**config.mk**
```make
export PLATFORM = sky130hd
export DESIGN_NAME = param_frame_parser_flat
export DESIGN_NICKNAME = d
export VERILOG_FILES = /design/src/design/pfp_pkg.sv /design/src/design/pfp_if.sv /design/src/design/pfp_ram.sv /design/src/design/pfp_rx.sv /design/src/design/param_frame_parser.sv /design/src/flat_wrapper.sv
export SDC_FILE = /design/constraint.sdc
export NUM_CORES = 1
export LEC_CHECK = 0
export BUFFER_PORTS_ARGS = -buffer_cell sky130_fd_sc_hd__buf_2
export CELL_PAD_IN_SITES_DETAIL_PLACEMENT = 1
export CELL_PAD_IN_SITES_GLOBAL_PLACEMENT = 1
export CORE_ASPECT_RATIO = 2
export CORE_UTILIZATION = 51
export DETAILED_ROUTE_END_ITERATION = 10
export GPL_ROUTABILITY_DRIVEN = 0
export GPL_TIMING_DRIVEN = 0
export HOLD_SLACK_MARGIN = 0.03
export PLACE_DENSITY = 0.85
export SYNTH_ARGS = -nofsm -noshare
export SYNTH_HDL_FRONTEND = slang
export SYNTH_SLANG_ARGS = --single-unit
```
**constraint.sdc**
```tcl
create_clock -name clk_i -period 7 [get_ports clk_i]
set_clock_uncertainty 0.1 [all_clocks]
set_input_delay 1.75 -clock clk_i [delete_from_list [all_inputs] [get_ports clk_i]]
set_output_delay 1.75 -clock clk_i [all_outputs]
set_load 0.005 [all_outputs]
```
**src/design/pfp_pkg.sv**
```systemverilog
// ---------------------------------------------------------------------------
// pfp_pkg
// Shared types and constants of the parameter frame parser.
// ---------------------------------------------------------------------------
package pfp_pkg;

  localparam logic [7:0] HDR_BYTE   = 8'hAA;
  localparam logic [7:0] BCAST_ADDR = 8'hFF;
  localparam logic [7:0] FN_READ    = 8'hE1;
  localparam logic [7:0] FN_WRITE   = 8'hE2;
  localparam logic [15:0] TYPE_ID   = 16'd1;

  localparam int unsigned CFG_IDX_W  = 4;
  localparam int unsigned CFG_DATA_W = 8;

  localparam logic [CFG_IDX_W-1:0] CFG_DEV_ADDR = 4'd0;
  localparam logic [CFG_IDX_W-1:0] CFG_DEV_TYPE = 4'd1;

  localparam logic [7:0] DEV_ADDR_RST = 8'h05;
  localparam logic [7:0] DEV_TYPE_RST = 8'h05;

  typedef enum logic {
    KIND_READ  = 1'b0,
    KIND_WRITE = 1'b1
  } pfp_kind_e;

  // frame completed with good checks and a known function
  typedef struct packed {
    logic        vld;
    pfp_kind_e   kind;
    logic [15:0] id;
    logic [31:0] value;
    logic [7:0]  func;
    logic [7:0]  sum;
    logic [7:0]  add;
  } pfp_evt_t;

endpackage

```
**src/design/pfp_if.sv**
```systemverilog
// ---------------------------------------------------------------------------
// pfp_if
// Channel interfaces: frame bytes in, replies out, configuration writes.
// ---------------------------------------------------------------------------
interface pfp_byte_if;
  logic       valid;
  logic       ready;
  logic [7:0] data_byte;
  logic       frame_start;

  modport source (output valid, output data_byte, output frame_start, input ready);
  modport sink   (input valid, input data_byte, input frame_start, output ready);
endinterface

interface pfp_reply_if;
  logic               valid;
  logic               ready;
  logic               reply_kind;
  logic [15:0]        param_id;
  logic signed [31:0] param_value;
  logic [7:0]         ack_function;
  logic [7:0]         ack_sum;
  logic [7:0]         ack_add;

  modport source (output valid, output reply_kind, output param_id, output param_value,
                  output ack_function, output ack_sum, output ack_add, input ready);
  modport sink   (input valid, input reply_kind, input param_id, input param_value,
                  input ack_function, input ack_sum, input ack_add, output ready);
endinterface

interface pfp_cfg_if;
  logic                           valid;
  logic                           ready;
  logic [pfp_pkg::CFG_IDX_W-1:0]  index;
  logic [pfp_pkg::CFG_DATA_W-1:0] data;

  modport source (output valid, output index, output data, input ready);
  modport sink   (input valid, input index, input data, output ready);
endinterface

```
**src/design/pfp_ram.sv**
```systemverilog
// ---------------------------------------------------------------------------
// pfp_ram
// Generic single-write, single-read RAM with registered read data.
// ---------------------------------------------------------------------------
module pfp_ram #(
  parameter int unsigned WIDTH = 32,
  parameter int unsigned DEPTH = 6
) (
  input  logic                                  clk_i,
  input  logic                                  we_i,
  input  logic [(DEPTH > 1 ? $clog2(DEPTH) : 1)-1:0] waddr_i,
  input  logic [WIDTH-1:0]                      wdata_i,
  input  logic                                  re_i,
  input  logic [(DEPTH > 1 ? $clog2(DEPTH) : 1)-1:0] raddr_i,
  output logic [WIDTH-1:0]                      rdata_o
);

  logic [WIDTH-1:0] mem_q [DEPTH];
  logic [WIDTH-1:0] rdata_q;

  always_ff @(posedge clk_i) begin
    if (we_i) begin
      mem_q[waddr_i] <= wdata_i;
    end
    if (re_i) begin
      rdata_q <= mem_q[raddr_i];
    end
  end

  assign rdata_o = rdata_q;

endmodule

```
**src/design/pfp_rx.sv**
```systemverilog
// ---------------------------------------------------------------------------
// pfp_rx
// Frame tracker: position, address check, running sum and add checks,
// capture of the first six data bytes. Flags a completed good frame.
// ---------------------------------------------------------------------------
module pfp_rx (
  input  logic              clk_i,
  input  logic              rst_ni,
  input  logic              acc_i,
  input  logic [7:0]        data_i,
  input  logic              start_i,
  input  logic [7:0]        dev_addr_i,
  output pfp_pkg::pfp_evt_t evt_o
);

  logic [8:0]  pos_q, pos_d, pos_e;
  logic        live_q, live_d, live_e;
  logic [7:0]  func_q, func_d, func_e;
  logic [7:0]  len_q, len_d, len_e;
  logic [7:0]  rsum_q, rsum_d, rsum_e;
  logic [7:0]  radd_q, radd_d, radd_e;
  logic [7:0]  csum_q, csum_d, csum_e;
  logic [47:0] head_q, head_d, head_e;
  logic [8:0]  end_pos;
  logic [8:0]  hofs;
  logic [7:0]  sum_nx;

  always_comb begin
    if (start_i) begin
      pos_e  = '0;
      live_e = 1'b1;
      func_e = '0;
      len_e  = '0;
      rsum_e = '0;
      radd_e = '0;
      csum_e = '0;
      head_e = '0;
    end else begin
      pos_e  = pos_q;
      live_e = live_q;
      func_e = func_q;
      len_e  = len_q;
      rsum_e = rsum_q;
      radd_e = radd_q;
      csum_e = csum_q;
      head_e = head_q;
    end
  end

  assign end_pos = {1'b0, len_e} + 9'd4;
  assign hofs    = pos_e - 9'd4;
  assign sum_nx  = rsum_e + data_i;

  always_comb begin
    pos_d  = pos_e;
    live_d = live_e;
    func_d = func_e;
    len_d  = len_e;
    rsum_d = rsum_e;
    radd_d = radd_e;
    csum_d = csum_e;
    head_d = head_e;
    evt_o  = '0;
    evt_o.id    = head_e[15:0];
    evt_o.value = head_e[47:16];
    evt_o.func  = func_e;
    evt_o.sum   = csum_e;
    evt_o.add   = data_i;
    evt_o.kind  = (func_e == pfp_pkg::FN_WRITE) ? pfp_pkg::KIND_WRITE : pfp_pkg::KIND_READ;
    if (live_e) begin
      if (pos_e < 9'd4 || pos_e < end_pos) begin
        if (pos_e == 9'd0 && data_i != pfp_pkg::HDR_BYTE) begin
          live_d = 1'b0;
        end else if (pos_e == 9'd1 && data_i != pfp_pkg::BCAST_ADDR
                     && data_i != dev_addr_i) begin
          live_d = 1'b0;
        end else begin
          if (pos_e == 9'd2) func_d = data_i;
          if (pos_e == 9'd3) len_d = data_i;
          if (pos_e >= 9'd4 && hofs < 9'd6) begin
            head_d[8*hofs[2:0] +: 8] = data_i;
          end
          rsum_d = sum_nx;
          radd_d = radd_e + sum_nx;
          pos_d  = pos_e + 9'd1;
        end
      end else if (pos_e == end_pos) begin
        if (data_i != rsum_e) begin
          live_d = 1'b0;
        end else begin
          csum_d = data_i;
          pos_d  = pos_e + 9'd1;
        end
      end else begin
        live_d = 1'b0;
        evt_o.vld = (data_i == radd_e)
                    && (func_e == pfp_pkg::FN_READ || func_e == pfp_pkg::FN_WRITE);
      end
    end
  end

  always_ff @(posedge clk_i or negedge rst_ni) begin
    if (!rst_ni) begin
      pos_q  <= '0;
      live_q <= 1'b0;
      func_q <= '0;
      len_q  <= '0;
      rsum_q <= '0;
      radd_q <= '0;
      csum_q <= '0;
      head_q <= '0;
    end else if (acc_i) begin
      pos_q  <= pos_d;
      live_q <= live_d;
      func_q <= func_d;
      len_q  <= len_d;
      rsum_q <= rsum_d;
      radd_q <= radd_d;
      csum_q <= csum_d;
      head_q <= head_d;
    end
  end

endmodule

```
**src/design/param_frame_parser.sv**
```systemverilog
// ---------------------------------------------------------------------------
// param_frame_parser
// Sum/add checked parameter frame parser with a RAM-backed parameter store.
// ---------------------------------------------------------------------------
//  channel   dir  payload                                          request
//  byte_i    in   data_byte, frame_start                           one frame byte
//  reply_o   out  reply_kind, param_id, param_value, ack_*         one reply
//  cfg_i     in   index, data                                      register write
//
//  One byte per cycle. After the add check byte a reply passes the
//  parameter RAM read stage, then the output register. Reset clears
//  the frame state, the store valid bits and the stage valid flags.
//  A stalled reply holds the RAM stage; bytes are then held off until the
//  output register frees. Writes land in the RAM on the add check byte.
// ---------------------------------------------------------------------------
module param_frame_parser #(
  parameter int unsigned NUM_PARAMS     = 6,
  parameter int unsigned FIRST_PARAM_ID = 11
) (
  input  logic          clk_i,
  input  logic          rst_ni,
  pfp_byte_if.sink      byte_i,
  pfp_reply_if.source   reply_o,
  pfp_cfg_if.sink       cfg_i
);

  localparam int unsigned AW = (NUM_PARAMS > 1) ? $clog2(NUM_PARAMS) : 1;

  logic [7:0] dev_addr_q, dev_type_q;

  pfp_pkg::pfp_evt_t evt;
  logic        in_acc;
  logic [16:0] diff;
  logic        hit;
  logic [AW-1:0] slot;
  logic        ram_we, ram_re;
  logic [31:0] ram_rdata;
  logic [NUM_PARAMS-1:0] wrt_q;

  logic        s1_vld_q;
  pfp_pkg::pfp_kind_e s1_kind_q;
  logic [15:0] s1_id_q;
  logic        s1_hit_q, s1_wrt_q;
  logic [7:0]  s1_func_q, s1_sum_q, s1_add_q;
  logic        s1_adv;

  logic        out_vld_q;
  logic        out_kind_q;
  logic [15:0] out_id_q;
  logic [31:0] out_val_q, out_val_d;
  logic [7:0]  out_func_q, out_sum_q, out_add_q;

  // configuration
  assign cfg_i.ready = 1'b1;

  always_ff @(posedge clk_i or negedge rst_ni) begin
    if (!rst_ni) begin
      dev_addr_q <= pfp_pkg::DEV_ADDR_RST;
      dev_type_q <= pfp_pkg::DEV_TYPE_RST;
    end else if (cfg_i.valid) begin
      if (cfg_i.index == pfp_pkg::CFG_DEV_ADDR) dev_addr_q <= cfg_i.data;
      if (cfg_i.index == pfp_pkg::CFG_DEV_TYPE) dev_type_q <= cfg_i.data;
    end
  end

  // frame tracking
  assign s1_adv       = s1_vld_q && (!out_vld_q || reply_o.ready);
  assign byte_i.ready = !s1_vld_q || s1_adv;
  assign in_acc       = byte_i.valid && byte_i.ready;

  pfp_rx u_rx (
    .clk_i      (clk_i),
    .rst_ni     (rst_ni),
    .acc_i      (in_acc),
    .data_i     (byte_i.data_byte),
    .start_i    (byte_i.frame_start),
    .dev_addr_i (dev_addr_q),
    .evt_o      (evt)
  );

  // parameter slot lookup
  assign diff = {1'b0, evt.id} - 17'(FIRST_PARAM_ID);
  assign hit  = !diff[16] && (diff < 17'(NUM_PARAMS));
  assign slot = diff[AW-1:0];

  assign ram_we = in_acc && evt.vld && (evt.kind == pfp_pkg::KIND_WRITE) && hit;
  assign ram_re = in_acc && evt.vld && (evt.kind == pfp_pkg::KIND_READ) && hit;

  pfp_ram #(
    .WIDTH (32),
    .DEPTH (NUM_PARAMS)
  ) u_store (
    .clk_i   (clk_i),
    .we_i    (ram_we),
    .waddr_i (slot),
    .wdata_i (evt.value),
    .re_i    (ram_re),
    .raddr_i (slot),
    .rdata_o (ram_rdata)
  );

  // never-written slots read as zero
  always_ff @(posedge clk_i or negedge rst_ni) begin
    if (!rst_ni) begin
      wrt_q <= '0;
    end else if (ram_we) begin
      wrt_q[slot] <= 1'b1;
    end
  end

  // RAM read stage
  always_ff @(posedge clk_i or negedge rst_ni) begin
    if (!rst_ni) begin
      s1_vld_q <= 1'b0;
    end else if (in_acc) begin
      s1_vld_q <= evt.vld;
    end else if (s1_adv) begin
      s1_vld_q <= 1'b0;
    end
  end

  always_ff @(posedge clk_i) begin
    if (in_acc && evt.vld) begin
      s1_kind_q <= evt.kind;
      s1_id_q   <= evt.id;
      s1_hit_q  <= hit;
      s1_wrt_q  <= wrt_q[slot];
      s1_func_q <= evt.func;
      s1_sum_q  <= evt.sum;
      s1_add_q  <= evt.add;
    end
  end

  // output register
  always_comb begin
    if (s1_id_q == pfp_pkg::TYPE_ID) begin
      out_val_d = {24'd0, dev_type_q};
    end else if (s1_hit_q) begin
      out_val_d = s1_wrt_q ? ram_rdata : 32'd0;
    end else begin
      out_val_d = {16'd0, s1_id_q};
    end
  end

  always_ff @(posedge clk_i or negedge rst_ni) begin
    if (!rst_ni) begin
      out_vld_q <= 1'b0;
    end else if (s1_adv) begin
      out_vld_q <= 1'b1;
    end else if (reply_o.ready) begin
      out_vld_q <= 1'b0;
    end
  end

  always_ff @(posedge clk_i) begin
    if (s1_adv) begin
      if (s1_kind_q == pfp_pkg::KIND_WRITE) begin
        out_kind_q <= pfp_pkg::KIND_WRITE;
        out_id_q   <= '0;
        out_val_q  <= '0;
        out_func_q <= s1_func_q;
        out_sum_q  <= s1_sum_q;
        out_add_q  <= s1_add_q;
      end else begin
        out_kind_q <= pfp_pkg::KIND_READ;
        out_id_q   <= s1_id_q;
        out_val_q  <= out_val_d;
        out_func_q <= '0;
        out_sum_q  <= '0;
        out_add_q  <= '0;
      end
    end
  end

  assign reply_o.valid        = out_vld_q;
  assign reply_o.reply_kind   = out_kind_q;
  assign reply_o.param_id     = out_id_q;
  assign reply_o.param_value  = out_val_q;
  assign reply_o.ack_function = out_func_q;
  assign reply_o.ack_sum      = out_sum_q;
  assign reply_o.ack_add      = out_add_q;

  // checks
  a_ram_rw_excl: assert property (@(posedge clk_i) disable iff (!rst_ni)
    !(ram_we && ram_re))
    else $error("store read and write in one cycle");

  a_s1_hold: assert property (@(posedge clk_i) disable iff (!rst_ni)
    s1_vld_q && !s1_adv |=> s1_vld_q && $stable(s1_id_q))
    else $error("stalled RAM stage lost its request");

  a_rd_hold: assert property (@(posedge clk_i) disable iff (!rst_ni)
    s1_vld_q && !s1_adv |-> !ram_re && !ram_we)
    else $error("store accessed while RAM stage stalled");

  a_out_load: assert property (@(posedge clk_i) disable iff (!rst_ni)
    s1_adv |=> out_vld_q)
    else $error("reply not loaded into output register");

endmodule
```
**src/flat_wrapper.sv**
```systemverilog
// flat-port wrapper written by rule: the top's interface ports become plain ports
module param_frame_parser_flat 
#(
  parameter int unsigned NUM_PARAMS     = 6,
  parameter int unsigned FIRST_PARAM_ID = 11
)
  (clk_i, rst_ni, byte_i_valid, byte_i_data_byte, byte_i_frame_start, byte_i_ready, reply_o_valid, reply_o_reply_kind, reply_o_param_id, reply_o_param_value, reply_o_ack_function, reply_o_ack_sum, reply_o_ack_add, reply_o_ready, cfg_i_valid, cfg_i_index, cfg_i_data, cfg_i_ready);
  pfp_byte_if byte_i_i ();
  pfp_reply_if reply_o_i ();
  pfp_cfg_if cfg_i_i ();
  input  logic clk_i;
  input  logic rst_ni;
  input wire logic [$bits(byte_i_i.valid)-1:0] byte_i_valid;
  input wire logic [$bits(byte_i_i.data_byte)-1:0] byte_i_data_byte;
  input wire logic [$bits(byte_i_i.frame_start)-1:0] byte_i_frame_start;
  output wire logic [$bits(byte_i_i.ready)-1:0] byte_i_ready;
  output wire logic [$bits(reply_o_i.valid)-1:0] reply_o_valid;
  output wire logic [$bits(reply_o_i.reply_kind)-1:0] reply_o_reply_kind;
  output wire logic [$bits(reply_o_i.param_id)-1:0] reply_o_param_id;
  output wire logic [$bits(reply_o_i.param_value)-1:0] reply_o_param_value;
  output wire logic [$bits(reply_o_i.ack_function)-1:0] reply_o_ack_function;
  output wire logic [$bits(reply_o_i.ack_sum)-1:0] reply_o_ack_sum;
  output wire logic [$bits(reply_o_i.ack_add)-1:0] reply_o_ack_add;
  input wire logic [$bits(reply_o_i.ready)-1:0] reply_o_ready;
  input wire logic [$bits(cfg_i_i.valid)-1:0] cfg_i_valid;
  input wire logic [$bits(cfg_i_i.index)-1:0] cfg_i_index;
  input wire logic [$bits(cfg_i_i.data)-1:0] cfg_i_data;
  output wire logic [$bits(cfg_i_i.ready)-1:0] cfg_i_ready;
  assign byte_i_i.valid = byte_i_valid;
  assign byte_i_i.data_byte = byte_i_data_byte;
  assign byte_i_i.frame_start = byte_i_frame_start;
  assign byte_i_ready = byte_i_i.ready;
  assign reply_o_valid = reply_o_i.valid;
  assign reply_o_reply_kind = reply_o_i.reply_kind;
  assign reply_o_param_id = reply_o_i.param_id;
  assign reply_o_param_value = reply_o_i.param_value;
  assign reply_o_ack_function = reply_o_i.ack_function;
  assign reply_o_ack_sum = reply_o_i.ack_sum;
  assign reply_o_ack_add = reply_o_i.ack_add;
  assign reply_o_i.ready = reply_o_ready;
  assign cfg_i_i.valid = cfg_i_valid;
  assign cfg_i_i.index = cfg_i_index;
  assign cfg_i_i.data = cfg_i_data;
  assign cfg_i_ready = cfg_i_i.ready;
  param_frame_parser #(.NUM_PARAMS(NUM_PARAMS), .FIRST_PARAM_ID(FIRST_PARAM_ID)) u_core (.clk_i(clk_i), .rst_ni(rst_ni), .byte_i(byte_i_i), .reply_o(reply_o_i), .cfg_i(cfg_i_i));
endmodule
```
# [Yosys cells after proc, flatten, opt, wreduce, memory -nomap -nowiden]
# Memories as Yosys holds them, arrays and structs flattened. A register that Yosys moved wholly into a read port is not among the register bits.
# Cells that the tools add are included.
[classes] n_addsub=7 n_mul=0 div_mod_pow=0 magnitude_cmp=7 eq_ne=13 shifts=2 muxes=66 n_bitwise=4 reduce_logical=29
[ops] op="$mux 48" count=6
[ops] op="$mux 8" count=28
[ops] op="$mux 9" count=7
[ops] op="$bwmux 48" count=1
[ops] op="$shift 8x34->48 const A" count=1
[ops] op="$shiftx 8x34->48" count=1
[ops] op="$neg 6->34" count=1
[ops] op="$mux 16" count=2
[ops] op="$mux 1" count=20
[ops] op="$eq 9x2->1 const B" count=2
[ops] op="$lt 9x3->1 const B" count=2
[ops] op="$lt 17x3->1 const B" count=1
[ops] op="$sub 16x4->17 const B" count=1
[ops] op="$add 8x8->8" count=2
[ops] op="$eq 16x1->1 const B" count=1
[ops] op="$eq 8x8->1 const B" count=2
[ops] op="$ne 8x8->1" count=2
[ops] op="$ne 8x8->1 const B" count=2
[ops] op="$logic_and 1x1->1" count=14
[ops] op="$add 8x3->9 const B" count=1
[ops] op="$add 9x1->9 const B" count=1
[ops] op="$eq 9x1->1 const B" count=1
[ops] op="$eq 9x9->1" count=1
[ops] op="$ge 9x3->1 const B" count=1
[ops] op="18 further kinds" count=27
[totals] reg_bits=238 latch_bits=0 mem_bits_rw=192 rom_bits=0 inputBits=26 out_inout_bits=76 memories=1
[mem_list] name="u_core.u_store.mem_q" words=6 word_bits=32 read_ports=1 rd_ports_with_merged_regs=1 wr=1 line="pfp_ram.sv:18" source="logic [WIDTH-1:0] mem_q [DEPTH];"

# [Depth between registers and ports, before layout]
[depth] word_depth=12 depth_mapped=20

# [Hierarchy]
# A second synthesis with hierarchy kept.
[unflattened] hier_cells=1402 hier_area_um2=19961.6
[by_module_without_submodules] module="pfp_ram" n_inst=1 cells_each=418 area_each_um2=8379.3 seq_area_each_um2=6726.5
[by_module_without_submodules] module="pfp_rx" n_inst=1 cells_each=638 area_each_um2=6109.6 seq_area_each_um2=2452.4
[by_module_without_submodules] module="param_frame_parser" n_inst=1 cells_each=346 area_each_um2=5472.7 seq_area_each_um2=4088.9

# [Worst setup path after synthesis]
# Ideal clock, no wire load.
[synth_path] kind="input-to-reg" start="in byte_i_frame_start" end="mem u_core.u_store.mem_q[1][0] (enable)" setup_ns=0.421 arrival_ns=7.485 required_ns=6.479 setup_slack_ns=-1.006 path_stages=13 cell_sequence="buf_6 > clkbuf_8 > clkbuf_1 > clkbuf_1 > clkbuf_1 > nor2b_1 > ha_1 > nand4_1 > a221o_1 > a21o_2 > a2111oi_4 > nand4b_2 > nor2_1"
[synth_between] elab_chain_len=12 elab_cells_between_ends=29 classes_between="2 x add/sub; 3 x order compare; 4 x eq/ne; 12 x mux; 8 x reduce/logical"
[synth_lines] element="from (decl)" line="flat_wrapper.sv:15" source="input wire logic [$bits(byte_i_i.frame_start)-1:0] byte_i_frame_start;"
[synth_lines] element="parallel branches: the longest is 12 deep, another holds $add 8x3->9"
[synth_lines] element="to (decl)" line="pfp_ram.sv:18"
# Parallel ways; which one is timed is not known.

==> flow_metrics.env <==
export IMPL_dp_hpwl_um=39800
export IMPL_p_leak_uw=0.00845
export IMPL_ff_latch_area_mm2=0.0133
export IMPL_synth_cell_types=87
export IMPL_synth_avg_cell_area_um2=13.8
export IMPL_yosys_top_cells_area="edfxtp_1 (52%), dfrtp_1 (15%), nor2b_1 (3.4%)"
export IMPL_dr_total_vias=13400
export IMPL_antennaDiodeCount=0
export IMPL_antenna_found_initial=1
export IMPL_required_ps=7150
export IMPL_ys_flop_type="edfxtp_1"
export IMPL_synthArstFlopShare_pct=26.4
export IMPL_start_kind="primary input"
export IMPL_slew_headroom_pct=9.77
export IMPL_route_detailed_drc=0
export IMPL_grt_usage_pct=32.8
export IMPL_grt_max_degree=99
export IMPL_synthesis_area_mm2=0.0197
export IMPL_cap_violations=0
export IMPL_synth_yosys_seq_area_share_pct=67.2
export IMPL_synth_top_area_share_pct=51.7
export IMPL_multi_input_area_mm2=0.00622
export IMPL_cts_buffers=40
export IMPL_final_common_cell="edfxtp_1"
export IMPL_cts_tree="built"
export IMPL_synth_seq_cells=462
export IMPL_grt_pass1_vias=15000
export IMPL_synth_top_area_cell="edfxtp_1"
export IMPL_num_rows=101
export IMPL_fin_nets=1662
export IMPL_numPortBuffers=100
export IMPL_root_buffer="clkbuf_16"
export IMPL_cts_max_level=2
export IMPL_min_to="u_core.u_rx.rsum_q[3]"
export IMPL_layout_common_cells="edfxtp_1 (340), nand2_1 (149), dfrtp_1 (118), buf_2 (107), nor2b_1 (106)"
export IMPL_cp_arrival_ps=6750
export IMPL_tns_ps=0
export IMPL_cts_sinks=462
export IMPL_hp_start="u_core.u_rx.rsum_q[3]"
export IMPL_clk_latency_ps=570
export IMPL_r2r_cells=14
export IMPL_setup_ws_ps=398
export IMPL_cts_buffer_depth=3
export IMPL_cts_hold_buf=0
export IMPL_die_h_um=280
export IMPL_hold_depth=1
export IMPL_worst_setup_path_end_kind="flip-flop"
export IMPL_avgViaCountPerCell=6.24
export IMPL_regToRegSetupSlack_ps=1650
export IMPL_rsz0062_at_grt="no"
export IMPL_routed_wl_um=63100
export IMPL_drt_first_pass_iters=5
export IMPL_ir_drop_mv=0.264
export IMPL_drt_wirelength_per_cell_um=29.4
export IMPL_crit_reg2reg_launch="u_core.u_rx.head_q[0]"
export IMPL_ys_warn_count=0
export IMPL_hold_class="flip-flop to flip-flop"
export IMPL_pin_count=102
export IMPL_period_minus_slack_ps=6600
export IMPL_drtIter0Drc=1080
export IMPL_die_w_um=141
export IMPL_fillers=3662
export IMPL_final_core_util_pct=59.9
export IMPL_syn2layout_area_growth_pct=15.5
export IMPL_slew_violations=0
export IMPL_setup_viol=0
export IMPL_rr_endpoint="u_core.u_store.mem_q[2][24]"
export IMPL_clk_pin_slew_ps=70
export IMPL_worstPathMaxFanout=15
export IMPL_worst_pin_slew_ps=1350
export IMPL_status="finished clean"
export IMPL_power_density_mw_per_mm2=269
export IMPL_synth_edff_count=340
export IMPL_fp_dieArea_mm2=0.0396
export IMPL_start_util_pct=51.9
export IMPL_post_place_ws_ps=-1100
export IMPL_grt_first_pass_wirelength_um=93300
export IMPL_drive_gt1_share_pct=18.2
export IMPL_fmax_mhz=151
export IMPL_ant_nets=0
export IMPL_path_class="primary input to flip-flop"
export IMPL_synthCells=1430
export IMPL_fin_crit_sh_pct=94.3
export IMPL_hold_violations=0
export IMPL_core_mm2=0.0380
export IMPL_synth_nets=1490
export IMPL_grt_overflow=0
[logic make-up (layout without fill, tap and decap cells)]
family / Yosys count / count (layout) / synth area share [%]
flip-flops: 462 / 462 / 67.2
AND/OR/NAND/NOR: 462 / 468 / 12.8
AO/OA/AOI/OAI: 282 / 282 / 10.2
other: 1 / 1 / 0.0190
XOR/XNOR: 38 / 38 / 1.69
adder cells (fa/ha/maj): 34 / 34 / 2.23
buffers and inverters: 99 / 297 / 2.14
multiplexers: 52 / 52 / 3.71
[Yosys cell counts (6+ instances only)]
| master | count |
|---|---|
| edfxtp_1 | 340 |
| a22o_1 | 75 |
| buf_2 | 7 |
| o21ai_0 | 28 |
| mux2_2 | 16 |
| nand2_1 | 149 |
| mux2i_1 | 20 |
| nor2_1 | 53 |
| xor2_1 | 16 |
| nor3_1 | 17 |
| nand3_1 | 18 |
| nand4_1 | 7 |
| a211oi_1 | 10 |
| dfrtp_1 | 118 |
| nor3b_1 | 6 |
| nand2b_1 | 13 |
| a21oi_1 | 73 |
| nor2b_1 | 106 |
| clkbuf_1 | 55 |
| a31oi_1 | 35 |
| inv_1 | 25 |
| ha_1 | 32 |
| and2_1 | 45 |
| nor4_1 | 9 |
| mux4_2 | 15 |
| o21bai_1 | 11 |
| xnor2_1 | 22 |
[layout make-up]
type	count	share of cell area [%]
Clock buffer	50	4.92
Timing Repair Buffer	124	3.75
Multi-Input combinational cell	875	27.3
Clock inverter	24	1.01
Sequential cell	462	58.2
Tap cell	515	2.83
Buffer	72	1.58
Inverter	27	0.445
[per-layer routing]
layer / GRT usage [%] / part of all wire [%] / wire length [µm]
met4: 28.4 / 9.5 / 6010
met5: 0 / 0.014 / 9
met3: 4.27 / 4.8 / 3010
met1: 32.4 / 32 / 20300
met2: 59.6 / 54 / 33800
[worst max path at each step]
stage                       start                     endpoint  slack, ps  depth (start not counted)
2_1_floorplan  byte_i_frame_start   u_core.u_store.mem_q[0][0]        -30                         14
4_1_cts        byte_i_frame_start   u_core.u_store.mem_q[3][0]         10                         15
5_1_grt        byte_i_frame_start  u_core.u_store.mem_q[2][26]        280                         16
3_3_place_gp   byte_i_frame_start  u_core.u_store.mem_q[4][26]      -2180                         14
3_5_place_dp   byte_i_frame_start  u_core.u_store.mem_q[5][27]      -1100                         15
6_report       byte_i_frame_start  u_core.u_store.mem_q[2][24]        400                         16
[timing repair]
item                                   in CTS  in global routing
cloned                                      6                  0
buffers inserted                           16                  2
gates resized for setup                     7                  5
endpoints found under the hold margin       0                  0
pin swaps                                  11                  1
setup endpoints to repair                 192                195
[through the flow]
stage	power, µW	cell area [µm²]	std cells	hold slack (ps)
after CTS	6120	22800	2147	384
after floorplan	3600	19900	1430	338
after global placement	3770	21000	2045	353
final	6140	22800	2149	400
after global routing	6290	22800	2149	410
after detailed placement	3830	21100	2051	365
[power by group]
part / switching, µW / internal [µW] / total [µW]
clock: 1080 / 1270 / 2350
sequential: 84.4 / 2990 / 3080
combinational: 439 / 276 / 715
[worst max-delay path, cell delays in order]
cell and delay [ps]:
buf_2 230, buf_8 200, nand2b_1 170, clkinv_1 290
clkbuf_2 400, clkbuf_2 360, buf_2 350, ha_1 450
a211oi_1 350, a21oi_1 100, a2111oi_0 460, and3_1 260
clkbuf_1 320, nand3_1 490, nor2_4 340, buf_12 190
[flip-flops by register name, indices dropped and copies added (netlist names), 9 cells and up]
| name | cells |
|---|---|
| u_core.u_store.mem_q | 192 |
| u_core.u_rx.head_q | 48 |
| u_core.reply_o.param_value | 32 |
| u_core.u_store.rdata_o | 32 |
| u_core.reply_o.param_id | 16 |
| u_core.s1_id_q | 16 |
| u_core.u_rx.pos_q | 9 |
Power figures use the tool's default switching activity.
